==> src/hw/rtl/psfl_pkg.sv <==
`default_nettype none

package psfl_pkg;

	localparam int DEF_TABLE_ENTRIES = 16;
	localparam int DEF_MAX_TIMES     = 8;

	localparam int ADDR_W    = 32;
	localparam int TIME_W    = 48;
	localparam int WINDOW_W  = 32;
	localparam int MAXC_W    = 4;
	localparam int IN_DATA_W = 80;
	localparam int OUT_DATA_W = 8;
	localparam int CFG_IDX_W = 8;
	localparam int CFG_DATA_W = 32;

	localparam logic [MAXC_W-1:0]   MAXC_RESET   = 4'd4;
	localparam logic [WINDOW_W-1:0] WINDOW_RESET = 32'd30000;

	localparam logic [CFG_IDX_W-1:0] REG_MAX_CONN = 8'd0;
	localparam logic [CFG_IDX_W-1:0] REG_WINDOW   = 8'd1;

	typedef enum logic [3:0] {
		ST_CLEAR,
		ST_IDLE,
		ST_RD,
		ST_LOAD,
		ST_EXP,
		ST_CMP,
		ST_WB,
		ST_DECIDE,
		ST_OUT
	} psfl_state_t;

endpackage

`default_nettype wire

==> src/hw/rtl/psfl_live_cmp.sv <==
`default_nettype none

module psfl_live_cmp (
	input  wire logic [psfl_pkg::TIME_W-1:0]   stamp,
	input  wire logic [psfl_pkg::WINDOW_W-1:0] window,
	input  wire logic [psfl_pkg::TIME_W-1:0]   now,
	output      logic                          live
);

	localparam int SUM_W = psfl_pkg::TIME_W + 1;

	logic [SUM_W-1:0] deadline;

	// a stamp stays live while stamp + window is still ahead of now
	assign deadline = SUM_W'(stamp) + SUM_W'(window);
	assign live     = deadline > SUM_W'(now);

endmodule

`default_nettype wire

==> config.mk <==
export PLATFORM = sky130hd
export DESIGN_NAME = psfl_live_cmp
export DESIGN_NICKNAME = d
export VERILOG_FILES = /design/src/hw/rtl/psfl_pkg.sv /design/src/hw/rtl/psfl_live_cmp.sv
export SDC_FILE = /design/constraint.sdc
export NUM_CORES = 1
export LEC_CHECK = 0
export BUFFER_PORTS_ARGS = -buffer_cell sky130_fd_sc_hd__buf_2
export CAP_MARGIN = 10
export CORE_UTILIZATION = 48
export DETAILED_ROUTE_END_ITERATION = 8
export PLACE_DENSITY = 0.79
export SYNTH_ARGS = -nofsm -noshare
export SYNTH_HDL_FRONTEND = slang
export SYNTH_SLANG_ARGS = --single-unit
==> constraint.sdc <==
create_clock -name vclk -period 5.7
set_input_delay 0.57 -clock vclk [all_inputs]
set_output_delay 0.57 -clock vclk [all_outputs]
set_load 0.01 [all_outputs]
* Word level (Yosys, flattened, before mapping)
Index checks and enable logic that the tools add are counted.
W data, S select, Z words.
** Storage, ports and cells
- Word-level logic and storage cells :: 2
- Output and inout bits :: 1
- Bits of input ports :: 128
- Flip-flop bits (word level) :: 0
** Cells by class
- $add $sub $neg :: 1
- Order comparisons :: 1
** Operators by type and width (number)
- $add A48 B32 Y49 :: 1
- $gt A49 B48 Y1 :: 1

* Depth between registers and ports, before layout
- Depth in word-level cells :: 2
- Mapped depth :: 19
- Mapped depth without buffers :: 19

* Least setup slack after synthesis
OpenSTA, ideal clock, no wires.
- Path kind :: in2out
- From :: input stamp[0] (netlist bit)
- To :: output live
- Stages on the path :: 18
- Setup slack :: 1.006 ns
- Path buffers :: 0
- Arrival time :: 4.124 ns
- Required time :: 5.130 ns
- Cell sequence :: ha_1 > fa_1 > a21o_1 > a221oi_4 > o21bai_4 > o21ai_2 > a31oi_1 > a221o_1 > or4b_1 > nand3_1 > ha_1 > a21o_1 > a21oi_1 > o211ai_1 > a21oi_1 > a21oi_1 > nor3_1 > o22ai_1
** On the way
- Longest elaborated chain between the ends :: 2
** RTL lines
- start: declaration :: line psfl_live_cmp.sv:4 : input wire logic [psfl_pkg::TIME_W-1:0] stamp,
- $add A48 B32 Y49 :: line psfl_live_cmp.sv:15 : assign deadline = SUM_W'(stamp) + SUM_W'(window);
- $gt A49 B48 Y1 :: line psfl_live_cmp.sv:16 : assign live = deadline > SUM_W'(now);
- end: declaration :: line psfl_live_cmp.sv:7 : output logic live
No other way between the ends.

* Final worst setup path
Ends and elaborated chain as after synthesis.

==> flow_metrics.tcl <==
set metrics [dict create \
    synth_common_cells "ha_1, inv_1, a21oi_1" \
    min_period_over_period 0.938 \
    overflow 0 \
    ys_seq_area_frac 0 \
    cts_setup_buffers 0 \
    diodes 0 \
    wirelength_microns 8300 \
    die-area_sq_um 7130 \
    die_w_microns 84.5 \
    drtAntennaViolNets 0 \
    initial_core_util 0.505 \
    worst-path-buf-inv 2 \
    cp.arrival_ps 4780 \
    ys_types 51 \
    crit_slowest_cell "a221oi_4" \
    hpwlAfterDp_microns 7430 \
    required_ps 5130 \
    io_buffers 129 \
    gp_congestion 0.946 \
    synth.avg_cell_area_sq_um 7.12 \
    drv_slew 0 \
    start_kind "input pin" \
    cp-end-kind "output port" \
    rsz0062_at_grt "false" \
    via_per_inst 5.59 \
    grt_pass1_vias 3335 \
    p_per_area_nw_per_um2 109 \
    fmax_ghz 0.187 \
    crit_fanout 9 \
    areaGrowthSynthToFinish_pct 21.5 \
    setup_viol 0 \
    yosysTopAreaCellShare 0.307 \
    finalNetCount 786 \
    grt_usage 0.226 \
    post-synth-top-area-cell "ha_1" \
    total_leakage_power_uw 0.00224 \
    drt_iter0_drc 208 \
    grt_pass1_wl_microns 13900 \
    hold_viol 0 \
    fin_setup_tns_ps 0 \
    n_clock_buffer 0 \
    finalCriticalPeriod_ps 5350 \
    crit_chain "buf_2, ha_1, fa_1, a21o_1, a221oi_4, o21bai_4, a2111oi_2, a211oi_2, a221oi_4, nor4_1, xor2_1, ha_1, nand3_1, nor3_1, nand4_1, nor4_1, o22ai_1, buf_2" \
    synth_nets 667 \
    drive_above_1_share 0.242 \
    stdcell_count 652 \
    seq_area_sq_um 0 \
    status "finished, violations left" \
    synth_area_sq_um 3260 \
    rows 29 \
    relSlewSlack 0.635 \
    wire_per_inst_microns 12.7 \
    path_class "input pin to output port" \
    vias 3644 \
    remaining_drc_errors 12 \
    cpPeakStageDelay_ps 470 \
    dp_cells 652 \
    yosysWarnings 0 \
    synthCells 458 \
    synthTopCellsByArea "ha_1, xnor2_1, a21o_1" \
    grt_max_degree 11 \
    crit_family "compound AO/OA/AOI/OAI gates" \
    tightest_slew_ps 533 \
    core-area_sq_um 6460 \
    die_h_microns 84.5 \
    min_path_type "input pin to output port" \
    peakVddDrop_v 0.0000554 \
    numSequentialCells 0 \
    ctsHoldBuffers 0 \
    antenna_found_initial 0 \
    pin_count 129 \
    maxCapViolCount 0 \
    dr.pass1.iters 7 \
    violations "DRC" \
    yosysMostFrequentCell "ha_1" \
]
worst paths after layout:
kind / startpoint / to / slack [ps] / cells past startpoint
setup / recovery: stamp[0] / live / 350 / 18
hold / removal: stamp[47] / live / 1550 / 4
placed cells by master (no fill, tap or decap), drive strengths merged, types with 3 or more instances in the layout:
cell type / n
and3: 10
inv: 55
a21oi: 39
nand2: 35
o21bai: 5
a2111oi: 3
xnor2: 27
nor2: 29
and4: 3
nor3: 9
o21a: 4
a31oi: 6
o211ai: 5
a211oi: 7
nand3: 16
a221oi: 4
xor2: 17
nor4: 4
nor2b: 7
buf: 129
nand4: 16
o21ai: 15
a21o: 28
ha: 80
tightest hold or removal path, stage by stage:
cell and delay [ps]:
buf_2 110, nand3_1 80, o22ai_1 70, buf_2 140
metrics by stage:
step / worst slack (ps) / total power (uW) / instance area, sq um / hold slack [ps] / util
final: 355 / 432 / 3970 / 1550 / 0.614
after global routing: 25.7 / 486 / 3970 / 1610 / 0.614
after CTS: 302 / 430 / 3960 / 1550 / 0.613
after detailed placement: 330 / 427 / 3960 / 1550 / 0.613
after global placement: 420 / 418 / 3960 / 1570 / 0.613
after floorplan: 1010 / 309 / 3260 / 1290 / -
layout make-up:
class                           instances  area, sq um
Timing Repair Buffer                  129          646
Inverter                               55          206
Fill cell                             605         2490
Tap cell                               77         96.3
Multi-Input combinational cell        391         3020
kinds of logic (layout without fill, tap and decap cells):
group	count (synthesis)	in the layout	share of synthesized area
simple gates	135	135	0.205
fa+ha+maj	81	81	0.313
compound gates	131	131	0.287
buf+inv	67	184	0.0771
xor+xnor	44	44	0.118
repair_timing:
action	in CTS	in global routing
endpoints found under the hold margin	0	0
resized for setup	0	1
setup endpoints to repair	0	1
where the power goes:
| part | total [uW] | internal [uW] | switching, uW |
|---|---|---|---|
| Sequential | 0 | 0 | 0 |
| Combinational | 432 | 202 | 230 |
| Clock | 0 | 0 | 0 |
layer usage:
metal | global-route usage | share of wire
met5 | 0 | 0
met4 | 0.0324 | 0.015
met3 | 0.0138 | 0.065
met2 | 0.405 | 0.46
met1 | 0.304 | 0.46
(Power assumes the default switching activity.)
