[src/hw/rtl/psfl_ram.sv]
`default_nettype none

module psfl_ram #(
	parameter int WIDTH = 32,
	parameter int DEPTH = 16
) (
	input  wire logic                     clk,
	input  wire logic                     we,
	input  wire logic [$clog2(DEPTH)-1:0] waddr,
	input  wire logic [WIDTH-1:0]         wdata,
	input  wire logic                     re,
	input  wire logic [$clog2(DEPTH)-1:0] raddr,
	output      logic [WIDTH-1:0]         rdata
);

	logic [WIDTH-1:0] mem_q [DEPTH];
	logic [WIDTH-1:0] rdata_q;

	always_ff @(posedge clk) begin
		if (we) begin
			mem_q[waddr] <= wdata;
		end
		if (re) begin
			rdata_q <= mem_q[raddr];
		end
	end

	assign rdata = rdata_q;

endmodule

`default_nettype wire

[config.mk]
export PLATFORM = sky130hd
export DESIGN_NAME = psfl_ram
export DESIGN_NICKNAME = d
export VERILOG_FILES = /design/src/hw/rtl/psfl_ram.sv
export SDC_FILE = /design/constraint.sdc
export NUM_CORES = 1
export LEC_CHECK = 0
export ABC_CLOCK_PERIOD_IN_PS = 4450
export CAP_MARGIN = 30
export CORE_UTILIZATION = 45
export DETAILED_ROUTE_END_ITERATION = 7
export DONT_BUFFER_PORTS = 1
export PLACE_DENSITY = 0.7
export SYNTH_ARGS = -nofsm -noshare
export SYNTH_HDL_FRONTEND = slang
export SYNTH_SLANG_ARGS = --single-unit
[constraint.sdc]
create_clock -name clk -period 4.45 [get_ports clk]
set_input_delay 0.6675 -clock clk [delete_from_list [all_inputs] [get_ports clk]]
set_output_delay 0.6675 -clock clk [all_outputs]
set_load 0.1 [all_outputs]
======== Yosys cells after proc, flatten, opt, wreduce, memory -nomap -nowiden ========
Memories as Yosys holds them, arrays and structs flattened. A register that Yosys moved wholly into a read port is not among the register bits.
Index checks and enable logic that the tools add are counted.
word-level totals
  flip-flop bits (word level) ............. 0
  logic and storage cells ................. 3
  memories kept ........................... 1
  latch bits .............................. 0
  input port bits ......................... 43
  RAM bits ................................ 512
  output and inout bits ................... 32
  memory bits (read-only) ................. 0
memories
  memory  depth  width  read ports  clocked after memory_dff  wr ports  line  source
  mem_q   16     32     1           1                         1         16    logic [WIDTH-1:0] mem_q [DEPTH];
cells by class
  magnitude comparators ................... 0
  reductions and logical operators ........ 0
  shifts and indexed selects .............. 0
  bitwise gates (word level) .............. 0
  div/mod/pow operators ................... 0
  multiplexer cells ....................... 2
  eq/ne operators ......................... 0
  $mul .................................... 0
  add/sub/neg operators ................... 0
operators with widths
  kind               count
  two-way mux 1 bit  2

======== Longest topological paths before layout ========
Gate-level depths: netlist of run 1.
  word-level depth ........................ 2
  mapped depth ............................ 5
  gate-level depth less buffers ........... 3

======== Worst setup path before layout of run 1 ========
OpenSTA, ideal clock, no wires.
  path type ............................... in2reg
  start ................................... in waddr[2]
  end ..................................... mem mem_q[0][0], enable pin
  arrival ................................. 3,386 ps
  buffers on the path ..................... 0
  setup slack ............................. 603 ps
  setup time .............................. 461 ps
  stages .................................. 2
  cell sequence ........................... or3b_2 > nor3_1
RTL lines
  item                line  source
  start: declaration  9     input wire logic [$clog2(DEPTH)-1:0] waddr,
  end: declaration    16
Straight into the memory's write port.

======== Worst setup path in the final report of run 1 ========
  start ................................... reg rdata_q[21], in the netlist rdata[21] (read register of mem_q)
  end ..................................... out rdata[21]
RTL lines
  item                line  source
  start: declaration  17    logic [WIDTH-1:0] rdata_q;
  end: declaration    13    output logic [WIDTH-1:0] rdata
No word-level cell between the ends.

==> summary.md, run 1 <==
| Metric | Value |
|---|---|
| Status | `complete, no violations` |
| Post-synth top cells | `544 x edfxtp_1, 128 x mux4_2, 64 x a22oi_1` |
| Largest net degree at the start of global routing | `129` |
| Main synth FF type | `edfxtp_1` |
| Worst Hold Slack | `0.186 ns` |
| Area share of and/or/nand/nor cells after synthesis | `1.25%` |
| Remaining DRCs | `0` |
| Clock Latency Late Sink | `0.57 ns` |
| ANT nets after route | `0` |
| Post-synth top area share | `81.0%` |
| MaxCap Viol Count | `0` |
| Crit. End Element | `output pin` |
| Synth Area in Compound Gates | `2.38%` |
| HPWL Detailed | `21.6 mm` |
| Fillers | `3350` |
| Sequential area share after synthesis | `81.0%` |
| Critical path required time | `3.78 ns` |
| Antenna Diode Count | `0` |
| Synth top area cells | `edfxtp_1 81%, mux4_2 14%, a22oi_1 2.4%, nand2_1 0.61%, buf_4 0.41%` |
| GR Overflow Total | `0` |
| First-pass DRT Iterations | `5` |
| Share of post-route cells with drive strength above 1 | `25.2%` |
| Hold_buf cts | `0` |
| Placeable Area | `0.0442 mm^2` |
| Min Tclk post-route | `2.24 ns` |
| Largest area contributor in the netlist | `edfxtp_1` |
| TritonCTS clock tree | `done` |
| IO Count | `75` |
| Clock skew | `0.0238 ns` |
| Mapped Nets | `881` |
| Total Neg Setup Slack | `0 ns` |
| Die footprint | `0.0457 mm^2` |
| Number of synthesized register bits | `544` |
| CTS Buf Count | `50` |
| Leak | `6.96 nW` |
| Initial Util | `45.6%` |
| Power per cell area | `455 mW/mm^2` |
| Max-slew violations | `0` |
| DR vias/cell | `5.72` |
| Number of DRC markers in iteration 0 | `871` |
| Mean Syn Cell Area | `24.1 um^2` |
| Port buffer count | `0` |
| Final wirelength | `39.2 mm` |
| Async SR Flop Fraction | `0%` |
| Final core utilization | `51.2%` |
| # setup viols final | `0` |
| Post-CTS resize count | `0` |
| Max_slew headroom | `28.9%` |
| CTS Sinks | `544` |
| CTS root buf | `clkbuf_16` |
| Startpoint types | `register` |
| Crit path kind | `register to output pin` |
| Initial antenna violation count | `0` |
| CTS H-tree depth | `2` |
| Most frequent cell after synthesis | `edfxtp_1` |
| Worst min path class | `primary input to register` |
| Post-CTS Repair Setup Buffers | `0` |
| First-pass GRT wire length | `58.5 mm` |
| Max VDD drop | `0.282 mV` |
| Fmax | `0.446 GHz` |
| Final hold vios | `0` |
| RSZ-0062 raised after global routing | `no` |
| Post-synth EDFFs | `544` |
| Largest family of logic cells by synthesized area | `multiplexers` |
| GPL Wtd Cong | `0.719` |
| Reg clk slew, reported paths | `0.06 ns` |
| Adder-cell share of the synthesized area | `0%` |
| Period utilization | `50.4%` |
| # nets final | `908` |
| Synthesis-to-finish area growth | `12.3%` |
| Die height | `214 um` |
| Post-Syn Area | `0.0202 mm^2` |
| Site Rows | `77` |
| Synth warn | `0` |
| Worst-path fanout max | `1` |
| All-Layer GR Usage | `17.8%` |
| Mux cell area share after synthesis | `14.3%` |
| Synth cell types | `17` |
| Routed len/inst | `26.3 um` |
| XOR/XNOR share of the synthesized area | `0%` |
| Max clock buf depth | `3` |
| CP Data Arrival Time | `1.58 ns` |
| Die X | `214 um` |
| Total number of vias | `8521` |
| Vias in the first global route | `9055` |
| Synth Instances | `838` |
| Worst-Margin Slew | `1.06 ns` |
==> per-layer routing <==
layer  vias up  track usage, %  share of wire (%)
met5         -               0                  0
met4         0            5.39                2.2
met3        57            3.30                5.8
met2       265            30.0                 51
met1      4542            23.6                 41
li1       3657               -                  -
==> stage by stage <==
step	area, um^2	power [mW]	setup slack (ns)	cells
CTS	22600	10.4	2.18	1490
detailed placement	21200	6.42	1.96	1405
global placement	20900	6.39	1.91	1395
floorplan	20200	6.36	0.603	838
global route	22600	10.6	2.18	1490
finish	22600	10.3	2.21	1490
==> path summary, 6_finish.rpt <==
path,from,to,slack (ns),cells after the start
worst min register to register,mem_q[6][22],rdata[22],0.76,3
worst min-delay path,wdata[23],mem_q[5][23],0.19,0
worst max-delay path,rdata[21],rdata[21],2.21,0
worst max register to register,mem_q[3][6],rdata[6],2.92,3
==> cell type report <==
type                    count  area [um^2]  area share, %
well taps                 592          741           3.27
clock buffers              64         1330           5.85
flip-flops and latches    544        16300           72.1
multi-input cells         251         3750           16.6
clock inverters            21          168          0.740
repair buffers             18          328           1.45
==> flip-flops by register name, indices dropped and copies added, names as in the netlist <==
signal  count
rdata      32
mem_q     512
==> placed cells by master, fill, tap and decap left out, drive strengths merged <==
master,netlist,layout
bufinv,0,3
edfxtp,544,544
mux4,128,128
nand3b,2,2
clkinv,0,17
buf,26,18
and2,1,1
nand3,1,1
inv,0,1
nand2,33,33
a22oi,64,64
nor2,13,13
nand2b,2,2
or3b,1,1
nor3,4,4
clkbuf,17,64
nor2b,2,2
==> report_power, final <==
part           switching, mW  total, mW  internal, mW  leakage [nW]
sequential             0.218       5.99          5.78          4.94
combinational          0.138      0.307         0.169          1.29
clock                   1.75       4.01          2.26         0.727
==> kinds of logic (layout without fill, tap and decap cells) <==
kind of cell           Yosys count  in the layout
AOI/OAI and AO/OA               64             64
and+or+nand+nor                 59             59
muxes                          128            128
buffers and inverters           43            103
DFF                            544            544
Power figures use the tool's default switching activity.
==> run 2, diff against run 1 <==
- ABC_CLOCK_PERIOD_IN_PS: 4450 -> 2300
- clock period: 4.45 -> 2.3 ns (I/O delays scaled with it)
==> summary.md, run 2 (synthesized netlist as in run 1, its figures left out) <==
| Metric | Value |
|---|---|
| Number of DRC markers in iteration 0 | `760` |
| # nets final | `980` |
| Initial Util | `45.6%` |
| RSZ-0062 raised after global routing | `no` |
| Crit path kind | `register to output pin` |
| CP top delay family | `flip-flops` |
| Critical path's largest stage delay | `0.40 ns` |
| CTS H-tree depth | `2` |
| DR vias/cell | `5.72` |
| Min Tclk post-route | `1.62 ns` |
| Max-slew violations | `0` |
| Worst-Margin Slew | `0.934 ns` |
| Vias in the first global route | `9634` |
| Most common cell after layout, fill and taps aside | `edfxtp_1` |
| Post-CTS Repair Setup Buffers | `0` |
| Reg clk slew, reported paths | `0.06 ns` |
| Synthesis-to-finish area growth | `16.6%` |
| Met1 Use GR | `25.4%` |
| HPWL Detailed | `19.7 mm` |
| Most frequent cells in the layout | `544 x edfxtp_1, 128 x mux4_2, 64 x a22oi_1` |
| Share of post-route cells with drive strength above 1 | `28.2%` |
| Routed len/inst | `24.3 um` |
| Critical Path, Cell by Cell | `buf_4` |
| Internal | `16.6 mW` |
| Fillers | `3310` |
| Leak | `7.39 nW` |
| Comb power frac | `5.7%` |
| Worst min path class | `primary input to register` |
| Clock power frac | `40.6%` |
| CP Data Arrival Time | `1.28 ns` |
| Initial antenna violation count | `1` |
| Total design power | `20.9 mW` |
| Die height | `214 um` |
| Die footprint | `0.0457 mm^2` |
| Period utilization | `70.5%` |
| CTS root buf | `clkbuf_16` |
| First-pass GRT wire length | `58.6 mm` |
| CTS Buf Count | `54` |
| Max FFs per register | `512` |
| Worst-path fanout max | `1` |
| Largest net degree at the start of global routing | `129` |
| Placed cell count | `1440` |
| Max_slew headroom | `37.7%` |
| TritonCTS clock tree | `done` |
| GR Util met3 | `3.31%` |
| Post-CTS resize count | `0` |
| Remaining DRCs | `0` |
| GR peak layer | `met2` |
| Max VDD drop | `0.559 mV` |
| Met2 Use GR | `27.7%` |
| Switching Power | `4.28 mW` |
| Clock Latency Late Sink | `0.57 ns` |
| CTS Sinks | `544` |
| Max clock buf depth | `3` |
| Fmax | `0.616 GHz` |
| Sum of buffers and inverters on the critical path | `1` |
| Footprint of the multi-input gates | `0.00377 mm^2` |
| Hold_buf cts | `33` |
| Critical path required time | `1.96 ns` |
| First-pass DRT Iterations | `5` |
| Non-Filler Instances | `1572` |
| Startpoint types | `register` |
| Register area | `0.0163 mm^2` |
| All-Layer GR Usage | `17.5%` |
| Sw frac | `20.5%` |
| Sequential power share | `53.7%` |
| Die X | `214 um` |
| Crit-path slowest cell | `edfxtp_1` |
| # setup viols final | `0` |
| Clock skew | `0.0170 ns` |
| GR Overflow Total | `0` |
| GPL Wtd Cong | `0.699` |
| Final hold vios | `0` |
| Status | `complete, no violations` |
| Total Neg Setup Slack | `0 ns` |
| IO Count | `75` |
| Site Rows | `77` |
| Final wirelength | `38.3 mm` |
| Total number of vias | `8992` |
| Placeable Area | `0.0442 mm^2` |
| ANT nets after route | `0` |
| Port buffer count | `0` |
| Crit. End Element | `output pin` |
| Power per cell area | `890 mW/mm^2` |
| MaxCap Viol Count | `0` |
| Reg with most FFs | `mem_q` |
-- run 2: changes by cell type in the layout (fill, tap and decap cells not counted) --
cell           delta
clkinv_1          -2
clkinv_2          +7
nor3_4            +4
clkbuf_16         +4
nor3_2            -4
clkbuf_1          +1
dlygate4sd3_1    +32
buf_16            -8
bufinv_16         +3
diode_2           +1
buf_12           +15
buf_4            +29
-- run 2: worst paths after layout --
check                start        end  slack (ns)  cells past startpoint
min reg2reg  mem_q[14][11]  rdata[11]        0.75                      3
min               raddr[1]   rdata[3]        0.14                      3
max              rdata[31]  rdata[31]        0.68                      1
max reg2reg    mem_q[2][6]   rdata[6]        0.79                      3
-- run 2: power by group through the flow --
stage	sequential, mW	clock [mW]	combinational [mW]
2_1_floorplan	11.8	0	0.537
3_3_place_gp	11.4	0	1.01
3_5_place_dp	11.4	0	1.02
4_1_cts	11.2	8.67	1.21
5_1_grt	11.2	9.04	1.26
6_report	11.2	8.49	1.20
-- run 2: metrics by stage --
stage | setup WS, ns | hold WS [ns] | area (um^2) | utilization (%)
after floorplan | -0.373 | 0.444 | 20200 | -
after global placement | 0.574 | 0.445 | 21400 | 48.5
after detailed placement | 0.574 | 0.445 | 21400 | 48.5
after CTS | 0.652 | 0.150 | 23500 | 53.2
after global routing | 0.646 | 0.149 | 23500 | 53.2
final | 0.678 | 0.145 | 23500 | 53.2
-- run 2: area by class of cell --
cell class	count	share of cell area, %
multi-input combinational	251	16.1
timing repair buffer	86	4.02
sequential	544	69.5
clock inverter	29	1.21
clock buffer	69	6.08
tap	592	3.15
antenna	1	0.0106
-- run 2: routing by layer --
metal	vias up	routed length [um]
li1	3801	-
met1	4829	16700
met2	310	18500
met3	52	2460
met4	0	620
met5	-	0
